File: src/sv/fcf_pkg.sv
// shared constants, codes and control types of the fir convolution filter
package fcf_pkg;

    localparam int TAPS_DEF        = 64;
    localparam int SAMPLE_BITS_DEF = 16;
    localparam int ACC_BITS        = 64;
    localparam int COEF_IDX_BITS   = 6;
    localparam int FUNC_BITS       = 2;

    localparam logic [FUNC_BITS-1:0] FUNC_LOAD  = 2'd0;
    localparam logic [FUNC_BITS-1:0] FUNC_PUSH  = 2'd1;
    localparam logic [FUNC_BITS-1:0] FUNC_CLEAR = 2'd2;

    typedef struct packed {
        logic init_clr;
        logic hist_push;
        logic hist_zero;
        logic coef_load;
        logic wp_zero;
        logic acc_clr;
        logic issue;
        logic round;
        logic out_load;
    } fcf_cmd_t;

    typedef struct packed {
        logic pipe_busy;
        logic out_free;
    } fcf_sts_t;

endpackage

File: src/sv/fcf_if.sv
// valid/ready channel interfaces for commands and filtered results
interface fcf_cmd_if
    import fcf_pkg::*;
#(
    parameter int SAMPLE_BITS = SAMPLE_BITS_DEF
);
    logic                          valid;
    logic                          ready;
    logic [FUNC_BITS-1:0]          func;
    logic [COEF_IDX_BITS-1:0]      coef_index;
    logic signed [SAMPLE_BITS-1:0] value;

    modport source (output valid, func, coef_index, value, input ready);
    modport sink (input valid, func, coef_index, value, output ready);
endinterface

interface fcf_result_if
    import fcf_pkg::*;
#(
    parameter int SAMPLE_BITS = SAMPLE_BITS_DEF
);
    logic                          valid;
    logic                          ready;
    logic signed [SAMPLE_BITS-1:0] filtered;
    logic                          clipped;

    modport source (output valid, filtered, clipped, input ready);
    modport sink (input valid, filtered, clipped, output ready);
endinterface

File: src/sv/fir_convolution_filter_unit.sv
// fir convolution filter top level: controller and datapath
//
//   channel  role    carries                              transfer when
//   cmd      sink    func, coef_index, value              cmd.valid & cmd.ready
//   result   source  filtered, clipped (one per push)     result.valid & result.ready
//
// a push runs through the accepting cycle, one multiply-accumulate per tap
// through the shared multiplier, a drain for read and product latency,
// the rounding and the final load
// a coefficient load or an unused code is done in the accepting cycle; a clear then sweeps the delay line to zero
// after reset both stores are zeroed before the first command transfer
// a stalled result waits in the output register; loads and clears still proceed,
// the next push holds before its final load until the register frees
module fir_convolution_filter_unit
    import fcf_pkg::*;
#(
    parameter int TAPS        = TAPS_DEF,
    parameter int SAMPLE_BITS = SAMPLE_BITS_DEF
) (
    input logic         clk,
    input logic         rst_n,
    fcf_cmd_if.sink     cmd,
    fcf_result_if.source result
);

    fcf_cmd_t                cmd_bus;
    fcf_sts_t                sts_bus;
    logic [$clog2(TAPS)-1:0] step;

    fcf_ctrl #(
        .TAPS (TAPS)
    ) u_ctrl (
        .clk   (clk),
        .rst_n (rst_n),
        .valid (cmd.valid),
        .func  (cmd.func),
        .sts   (sts_bus),
        .ready (cmd.ready),
        .cmd   (cmd_bus),
        .step  (step)
    );

    fcf_datapath #(
        .TAPS        (TAPS),
        .SAMPLE_BITS (SAMPLE_BITS)
    ) u_datapath (
        .clk        (clk),
        .rst_n      (rst_n),
        .cmd        (cmd_bus),
        .step       (step),
        .coef_index (cmd.coef_index),
        .value      (cmd.value),
        .out_ready  (result.ready),
        .sts        (sts_bus),
        .out_valid  (result.valid),
        .filtered   (result.filtered),
        .clipped    (result.clipped)
    );

endmodule

File: src/sv/fcf_ram.sv
// generic single write port ram with registered read
module fcf_ram #(
    parameter int WIDTH = 16,
    parameter int DEPTH = 64
) (
    input  logic                     clk,
    input  logic                     we,
    input  logic [$clog2(DEPTH)-1:0] waddr,
    input  logic [WIDTH-1:0]         wdata,
    input  logic [$clog2(DEPTH)-1:0] raddr,
    output logic [WIDTH-1:0]         rdata
);

    logic [WIDTH-1:0] mem [DEPTH];
    logic [WIDTH-1:0] rdata_reg;

    always_ff @(posedge clk)
    begin
        if (we)
        begin
            mem[waddr] <= wdata;
        end
        rdata_reg <= mem[raddr];
    end

    assign rdata = rdata_reg;

endmodule

File: src/sv/fcf_datapath.sv
// delay line, coefficient store, multiply-accumulate, rounding and result register
module fcf_datapath
    import fcf_pkg::*;
#(
    parameter int TAPS        = TAPS_DEF,
    parameter int SAMPLE_BITS = SAMPLE_BITS_DEF
) (
    input  logic                          clk,
    input  logic                          rst_n,
    input  fcf_cmd_t                      cmd,
    input  logic [$clog2(TAPS)-1:0]       step,
    input  logic [COEF_IDX_BITS-1:0]      coef_index,
    input  logic signed [SAMPLE_BITS-1:0] value,
    input  logic                          out_ready,
    output fcf_sts_t                      sts,
    output logic                          out_valid,
    output logic signed [SAMPLE_BITS-1:0] filtered,
    output logic                          clipped
);

    localparam int AW    = $clog2(TAPS);
    localparam int FRAC  = SAMPLE_BITS - 1;
    localparam int EXT_W = (AW > COEF_IDX_BITS) ? AW : COEF_IDX_BITS;
    localparam logic signed [ACC_BITS-1:0] OUT_MAX = (ACC_BITS'(1) << FRAC) - ACC_BITS'(1);
    localparam logic signed [ACC_BITS-1:0] OUT_MIN = -(ACC_BITS'(1) << FRAC);
    localparam logic [ACC_BITS-1:0]        HALF    = ACC_BITS'(1) << (FRAC - 1);
    localparam logic [AW-1:0]              LAST    = AW'(TAPS - 1);

    logic [AW-1:0] wp_reg, wp_next;
    logic [AW-1:0] rd_ptr_reg, rd_ptr_next;
    logic          s1_vld_reg, s2_vld_reg;
    logic signed [2*SAMPLE_BITS-1:0] prod_reg;
    logic [ACC_BITS-1:0]             acc_reg, acc_next;
    logic signed [ACC_BITS-1:0]      sum_reg;
    logic                            out_vld_reg, out_vld_next;
    logic signed [SAMPLE_BITS-1:0]   filtered_reg;
    logic                            clipped_reg;

    logic                   hist_we, coef_we, idx_ok;
    logic [AW-1:0]          hist_waddr, coef_waddr;
    logic [SAMPLE_BITS-1:0] hist_wdata, coef_wdata;
    logic [SAMPLE_BITS-1:0] hist_rdata, coef_rdata;
    logic [EXT_W-1:0]       idx_ext;
    logic signed [ACC_BITS-1:0] prod_ext;
    logic signed [ACC_BITS-1:0] y;
    logic                   sat_hi, sat_lo;

    assign idx_ext    = EXT_W'(coef_index);
    assign idx_ok     = 32'(coef_index) < 32'(TAPS);

    assign hist_we    = cmd.hist_push | cmd.hist_zero | cmd.init_clr;
    assign hist_waddr = cmd.hist_push ? wp_reg : step;
    assign hist_wdata = cmd.hist_push ? value : '0;

    assign coef_we    = (cmd.coef_load & idx_ok) | cmd.init_clr;
    assign coef_waddr = cmd.init_clr ? step : idx_ext[AW-1:0];
    assign coef_wdata = cmd.init_clr ? '0 : value;

    fcf_ram #(
        .WIDTH (SAMPLE_BITS),
        .DEPTH (TAPS)
    ) u_hist_ram (
        .clk   (clk),
        .we    (hist_we),
        .waddr (hist_waddr),
        .wdata (hist_wdata),
        .raddr (rd_ptr_reg),
        .rdata (hist_rdata)
    );

    fcf_ram #(
        .WIDTH (SAMPLE_BITS),
        .DEPTH (TAPS)
    ) u_coef_ram (
        .clk   (clk),
        .we    (coef_we),
        .waddr (coef_waddr),
        .wdata (coef_wdata),
        .raddr (step),
        .rdata (coef_rdata)
    );

    always_comb
    begin
        wp_next = wp_reg;
        if (cmd.wp_zero)
        begin
            wp_next = '0;
        end
        else if (cmd.hist_push)
        begin
            wp_next = (wp_reg == LAST) ? '0 : wp_reg + AW'(1);
        end

        rd_ptr_next = rd_ptr_reg;
        if (cmd.hist_push)
        begin
            rd_ptr_next = wp_reg;
        end
        else if (cmd.issue)
        begin
            rd_ptr_next = (rd_ptr_reg == '0) ? LAST : rd_ptr_reg - AW'(1);
        end
    end

    assign prod_ext = ACC_BITS'(prod_reg);

    always_comb
    begin
        acc_next = acc_reg;
        if (cmd.acc_clr)
        begin
            acc_next = '0;
        end
        else if (s2_vld_reg)
        begin
            acc_next = acc_reg + prod_ext;
        end
    end

    assign y      = sum_reg >>> FRAC;
    assign sat_hi = y > OUT_MAX;
    assign sat_lo = y < OUT_MIN;

    always_comb
    begin
        out_vld_next = out_vld_reg;
        if (cmd.out_load)
        begin
            out_vld_next = 1'b1;
        end
        else if (out_ready)
        begin
            out_vld_next = 1'b0;
        end
    end

    always_ff @(posedge clk or negedge rst_n)
    begin
        if (!rst_n)
        begin
            wp_reg      <= '0;
            rd_ptr_reg  <= '0;
            s1_vld_reg  <= 1'b0;
            s2_vld_reg  <= 1'b0;
            out_vld_reg <= 1'b0;
        end
        else
        begin
            wp_reg      <= wp_next;
            rd_ptr_reg  <= rd_ptr_next;
            s1_vld_reg  <= cmd.issue;
            s2_vld_reg  <= s1_vld_reg;
            out_vld_reg <= out_vld_next;
        end
    end

    always_ff @(posedge clk)
    begin
        if (s1_vld_reg)
        begin
            prod_reg <= $signed(coef_rdata) * $signed(hist_rdata);
        end
        acc_reg <= acc_next;
        if (cmd.round)
        begin
            sum_reg <= $signed(acc_reg + HALF);
        end
        if (cmd.out_load)
        begin
            filtered_reg <= sat_hi ? OUT_MAX[SAMPLE_BITS-1:0] :
                            sat_lo ? OUT_MIN[SAMPLE_BITS-1:0] : y[SAMPLE_BITS-1:0];
            clipped_reg  <= sat_hi | sat_lo;
        end
    end

    assign sts.pipe_busy = s1_vld_reg | s2_vld_reg;
    assign sts.out_free  = ~out_vld_reg | out_ready;
    assign out_valid     = out_vld_reg;
    assign filtered      = filtered_reg;
    assign clipped       = clipped_reg;

`ifndef SYNTHESIS
    a_acc_pipe: assert property (@(posedge clk) disable iff (!rst_n)
        cmd.round |-> !s1_vld_reg && !s2_vld_reg)
        else $error("rounding started with products in flight");
    a_out_no_overwrite: assert property (@(posedge clk) disable iff (!rst_n)
        cmd.out_load |-> !out_vld_reg || out_ready)
        else $error("pending result overwritten");
    a_one_hist_write: assert property (@(posedge clk) disable iff (!rst_n)
        $onehot0({cmd.hist_push, cmd.hist_zero, cmd.init_clr}))
        else $error("conflicting delay line writes");
`endif

endmodule

File: src/sv/fcf_ctrl.sv
// sequencer for reset sweep, history clear and the per-tap multiply-accumulate
module fcf_ctrl
    import fcf_pkg::*;
#(
    parameter int TAPS = TAPS_DEF
) (
    input  logic                      clk,
    input  logic                      rst_n,
    input  logic                      valid,
    input  logic [FUNC_BITS-1:0]      func,
    input  fcf_sts_t                  sts,
    output logic                      ready,
    output fcf_cmd_t                  cmd,
    output logic [$clog2(TAPS)-1:0]   step
);

    localparam int AW = $clog2(TAPS);
    localparam logic [AW-1:0] LAST = AW'(TAPS - 1);

    localparam logic [2:0] S_INIT  = 3'd0;
    localparam logic [2:0] S_IDLE  = 3'd1;
    localparam logic [2:0] S_MAC   = 3'd2;
    localparam logic [2:0] S_DRAIN = 3'd3;
    localparam logic [2:0] S_ROUND = 3'd4;
    localparam logic [2:0] S_OUT   = 3'd5;
    localparam logic [2:0] S_CLR   = 3'd6;

    logic [2:0]    state_reg, state_next;
    logic [AW-1:0] cnt_reg, cnt_next;
    logic          last;

    assign last = cnt_reg == LAST;

    always_comb
    begin
        state_next = state_reg;
        cnt_next   = cnt_reg;
        cmd        = '0;
        ready      = 1'b0;
        case (state_reg)
            S_INIT:
            begin
                cmd.init_clr = 1'b1;
                if (last)
                begin
                    cnt_next   = '0;
                    state_next = S_IDLE;
                end
                else
                begin
                    cnt_next = cnt_reg + AW'(1);
                end
            end
            S_IDLE:
            begin
                ready = 1'b1;
                if (valid)
                begin
                    case (func)
                        FUNC_LOAD:
                        begin
                            cmd.coef_load = 1'b1;
                        end
                        FUNC_PUSH:
                        begin
                            cmd.hist_push = 1'b1;
                            cmd.acc_clr   = 1'b1;
                            state_next    = S_MAC;
                        end
                        FUNC_CLEAR:
                        begin
                            cmd.wp_zero = 1'b1;
                            state_next  = S_CLR;
                        end
                        default:
                        begin
                            state_next = S_IDLE;
                        end
                    endcase
                end
            end
            S_MAC:
            begin
                cmd.issue = 1'b1;
                if (last)
                begin
                    cnt_next   = '0;
                    state_next = S_DRAIN;
                end
                else
                begin
                    cnt_next = cnt_reg + AW'(1);
                end
            end
            S_DRAIN:
            begin
                if (!sts.pipe_busy)
                begin
                    state_next = S_ROUND;
                end
            end
            S_ROUND:
            begin
                cmd.round  = 1'b1;
                state_next = S_OUT;
            end
            S_OUT:
            begin
                if (sts.out_free)
                begin
                    cmd.out_load = 1'b1;
                    state_next   = S_IDLE;
                end
            end
            S_CLR:
            begin
                cmd.hist_zero = 1'b1;
                if (last)
                begin
                    cnt_next   = '0;
                    state_next = S_IDLE;
                end
                else
                begin
                    cnt_next = cnt_reg + AW'(1);
                end
            end
            default:
            begin
                state_next = S_IDLE;
                cnt_next   = '0;
            end
        endcase
    end

    always_ff @(posedge clk or negedge rst_n)
    begin
        if (!rst_n)
        begin
            state_reg <= S_INIT;
            cnt_reg   <= '0;
        end
        else
        begin
            state_reg <= state_next;
            cnt_reg   <= cnt_next;
        end
    end

    assign step = cnt_reg;

`ifndef SYNTHESIS
    a_push_starts_mac: assert property (@(posedge clk) disable iff (!rst_n)
        (valid && ready && func == FUNC_PUSH) |=> state_reg == S_MAC && cnt_reg == '0)
        else $error("push did not start the tap sweep at tap zero");
    a_cnt_idle_zero: assert property (@(posedge clk) disable iff (!rst_n)
        (state_reg == S_IDLE || state_reg == S_DRAIN || state_reg == S_OUT) |-> cnt_reg == '0)
        else $error("tap counter not parked at zero");
    a_no_ready_busy: assert property (@(posedge clk) disable iff (!rst_n)
        (cmd.issue || cmd.hist_zero || cmd.init_clr) |-> !ready)
        else $error("command taken during a sweep");
`endif

endmodule

File: src/flat_wrapper.sv
// flat-port wrapper written by rule: the top's interface ports become plain ports
module fir_convolution_filter_unit_flat import fcf_pkg::*;
#(
    parameter int TAPS        = TAPS_DEF,
    parameter int SAMPLE_BITS = SAMPLE_BITS_DEF
)
  (clk, rst_n, cmd_valid, cmd_func, cmd_coef_index, cmd_value, cmd_ready, result_valid, result_filtered, result_clipped, result_ready);
  fcf_cmd_if #(.SAMPLE_BITS(SAMPLE_BITS)) cmd_i ();
  fcf_result_if #(.SAMPLE_BITS(SAMPLE_BITS)) result_i ();
  input logic clk;
  input logic rst_n;
  input wire logic [$bits(cmd_i.valid)-1:0] cmd_valid;
  input wire logic [$bits(cmd_i.func)-1:0] cmd_func;
  input wire logic [$bits(cmd_i.coef_index)-1:0] cmd_coef_index;
  input wire logic [$bits(cmd_i.value)-1:0] cmd_value;
  output wire logic [$bits(cmd_i.ready)-1:0] cmd_ready;
  output wire logic [$bits(result_i.valid)-1:0] result_valid;
  output wire logic [$bits(result_i.filtered)-1:0] result_filtered;
  output wire logic [$bits(result_i.clipped)-1:0] result_clipped;
  input wire logic [$bits(result_i.ready)-1:0] result_ready;
  assign cmd_i.valid = cmd_valid;
  assign cmd_i.func = cmd_func;
  assign cmd_i.coef_index = cmd_coef_index;
  assign cmd_i.value = cmd_value;
  assign cmd_ready = cmd_i.ready;
  assign result_valid = result_i.valid;
  assign result_filtered = result_i.filtered;
  assign result_clipped = result_i.clipped;
  assign result_i.ready = result_ready;
  fir_convolution_filter_unit #(.TAPS(TAPS), .SAMPLE_BITS(SAMPLE_BITS)) u_core (.clk(clk), .rst_n(rst_n), .cmd(cmd_i), .result(result_i));
endmodule
File: config.mk
export PLATFORM = sky130hd
export DESIGN_NAME = fir_convolution_filter_unit_flat
export DESIGN_NICKNAME = d
export VERILOG_FILES = /design/src/sv/fcf_pkg.sv /design/src/sv/fcf_if.sv /design/src/sv/fir_convolution_filter_unit.sv /design/src/sv/fcf_ram.sv /design/src/sv/fcf_datapath.sv /design/src/sv/fcf_ctrl.sv /design/src/flat_wrapper.sv
export SDC_FILE = /design/constraint.sdc
export NUM_CORES = 2
export LEC_CHECK = 0
export ABC_AREA = 1
export ABC_CLOCK_PERIOD_IN_PS = 7890
export BUFFER_PORTS_ARGS = -buffer_cell sky130_fd_sc_hd__buf_4
export CAP_MARGIN = 20
export CORE_UTILIZATION = 40
export CTS_CLUSTER_DIAMETER = 40
export DETAILED_ROUTE_END_ITERATION = 6
export SYNTH_ARGS = -nofsm -noshare
export SYNTH_HDL_FRONTEND = slang
export SYNTH_SLANG_ARGS = --single-unit
File: constraint.sdc
create_clock -name clk -period 7.89 [get_ports clk]
set_input_delay 1.578 -clock clk [delete_from_list [all_inputs] [get_ports clk]]
set_output_delay 1.578 -clock clk [all_outputs]
set_load 0.01 [all_outputs]
==> impl_metrics.ini <==
[outcome]
status = finished with violations
violations = design-rule violations

[sta]
max_freq_ghz = 0.1532
setup_tns_ns = 0
drv_slew = 0
fin_crit_ns = 6.528
rsz0062_at_grt = false
relSlewSlack_pct = 24.39
worst_pin_slew_ns = 1.130
clock_skew_ns = 0.09908
setup_viol = 0
final_hold_viol_count = 0
period_share_pct = 82.74

[final_layout]
final_cell_mix = 2,146 x edfxtp_1, 1,462 x nor2_1, 1,211 x o21ai_0
nets = 9960
layout_commonest_cell = edfxtp_1
final_layout_size_suffix_gt1_share_pct = 9.660
nFillCells = 23609
syn_to_final_growth_pct = 15.86

[synthesis]
synth_flop_cell = edfxtp_1
synth_seq_cells = 2266
synth.area.top_cells = edfxtp_1 61%, o21ai_0 5.8%, nor2_1 5.4%
synth_area_per_cell_um2 = 11.14
async_reset_ff_share_pct = 1.059
synth_top_area_share_pct = 61.48
netlist_instances = 9412
yosys.area.top_type = edfxtp_1
synth_seq_area_share_pct = 63.88
synth-edff-count = 2146
netlist-cell-type-count = 55
ys_warn_count = 0
syn_area_um2 = 104800
syn_nets = 9856

[route]
wl_per_cell_um = 23.19
drc = 6
postRouteWirelength_mm = 308.0
ant_nets = 0
avgViaCountPerCell = 5.501
dr.pass1.iters = 7
drt_iter0_drc = 7742
vias = 73091

[floorplanning]
initial_utilization_pct = 40.29
dieArea_um2 = 264100
ios = 47
die_w_um = 513.9
core_area_um2 = 260200
die_h_um = 513.9
row_count = 187

[global_route]
grt_max_degree = 195
track_usage_pct = 22.99
grt_pass1_wl_mm = 457.5
antenna_found_initial = 15
grt_pass1_vias = 71653
gr-total-overflow = 0

[placed_design]
place.gp.congestion = 0.9060
numPortBuffers = 46
dp_hpwl_mm = 183.8

[run]
cap_viol_max_count = 0

[critical_path]
cp.required_ns = 8.53
critPathLaunchType = flop
rrSetupSlack_ns = 1.36
critPathKind = flop to flop
reg2regPathDepth = 20
cp.arrival_ns = 7.17
cp-end-kind = flop
cp_max_fo = 16

[min_path]
min_path_type = flop to flop
whs_path_depth = 2

[clock_network]
hold_buffers = 0
path_clk_slew_ns = 0.05
cts_resized = 0
cts_made_buffers = 350
cts_root_buf = clkbuf_16
cts_tree = done
cts.path.max_buffers = 4
postCtsSetupBuffers = 0
clock-sinks = 2266
clk_latency_ns = 1.00
h-tree-depth = 5
## cells by family (layout without fill, tap and decap cells)
group | count (synthesis) | count (layout) | share of synthesized area (%)
xor+xnor | 108 | 108 | 0.9024
flops | 2266 | 2266 | 63.88
simple gates | 3188 | 3188 | 12.36
other cells | 0 | 7 | 0
compound gates | 2037 | 2037 | 10.86
fa+ha+maj | 416 | 416 | 6.849
buf+inv | 1397 | 1768 | 5.143
## path summary, 6_finish.rpt
path / from / endpoint
worst min-delay path: u_core.u_datapath.acc_reg[2] / u_core.u_datapath.acc_reg[2]
min in group asynchronous: rst_n / u_core.u_datapath.rd_ptr_reg[2]
worst max register to register: u_core.u_datapath.u_coef_ram.rdata[15] / u_core.u_datapath.prod_reg[30]
worst min register to register: u_core.u_datapath.acc_reg[2] / u_core.u_datapath.acc_reg[2]
max in group asynchronous: rst_n / u_core.u_ctrl.step[0]
worst max-delay path: u_core.u_datapath.u_coef_ram.rdata[15] / u_core.u_datapath.prod_reg[30]
## critical path, stage by stage, from the launching register on
cell	delay, ns
dfxtp_1	0.71
nand2_1	0.19
inv_1	0.17
fa_1	0.53
fa_1	0.94
inv_1	0.13
fa_1	0.46
fa_1	0.56
inv_1	0.05
fa_1	0.48
inv_1	0.06
fa_1	0.53
inv_1	0.04
ha_1	0.38
nand2_1	0.10
nor3_1	0.35
nand2_1	0.13
nor4_1	0.18
nand2_1	0.10
nand3_1	0.08
nand2_1	0.06
## metrics by stage
stage	utilization, %	area [um2]	hold slack (ns)	setup WS (ns)	instances
finish	46.68	121400	0.4669	1.362	13286
global route	46.67	121400	0.4990	0.9858	13280
floorplan	-	104800	0.4447	2.062	9412
detailed placement	42.11	109600	0.4635	1.412	12659
global placement	42.11	109600	0.4539	1.400	12659
CTS	46.66	121400	0.4715	1.365	13278
## Yosys cell counts, types with 5 or more instances
| cell | count |
|---|---|
| a21oi_1 | 195 |
| a21o_1 | 6 |
| o21ai_0 | 1211 |
| buf_4 | 14 |
| nor3_2 | 5 |
| nor4_1 | 22 |
| inv_2 | 8 |
| buf_2 | 72 |
| nand3_1 | 278 |
| nor3_1 | 53 |
| edfxtp_1 | 2146 |
| clkbuf_1 | 410 |
| nor2_2 | 7 |
| inv_1 | 862 |
| ha_1 | 153 |
| nor2_1 | 1498 |
| or2_2 | 16 |
| o22ai_1 | 414 |
| xor2_1 | 94 |
| nand4_1 | 120 |
| dfrtp_1 | 24 |
| o221ai_1 | 110 |
| fa_1 | 263 |
| o21ai_1 | 6 |
| nand2_1 | 1165 |
| o211ai_1 | 41 |
| xnor2_1 | 14 |
| dfxtp_1 | 96 |
| o21bai_1 | 28 |
| buf_1 | 26 |
| a31oi_1 | 7 |
## layer usage
layer | vias up | GRT usage, % | wire, um
met5 | - | 0 | 55
met4 | 8 | 9.461 | 12010
met3 | 587 | 3.121 | 20280
met2 | 2798 | 38.21 | 148400
met1 | 36495 | 30.27 | 127300
li1 | 33203 | - | -
## area by class of cell
type	instances	area, um2	share of cell area, %
well taps	3496	4374	3.602
flip-flops and latches	2266	66990	55.16
clock buffers	390	9055	7.456
diodes	7	17.52	0.01442
inverters	875	3317	2.731
clock inverters	229	2786	2.294
multi-input cells	5749	32730	26.95
repair buffers	274	2177	1.793
Power is left out: the tool's default activity adds up to more than one toggle a clock period on the data nets, which glitch-free logic cannot reach.
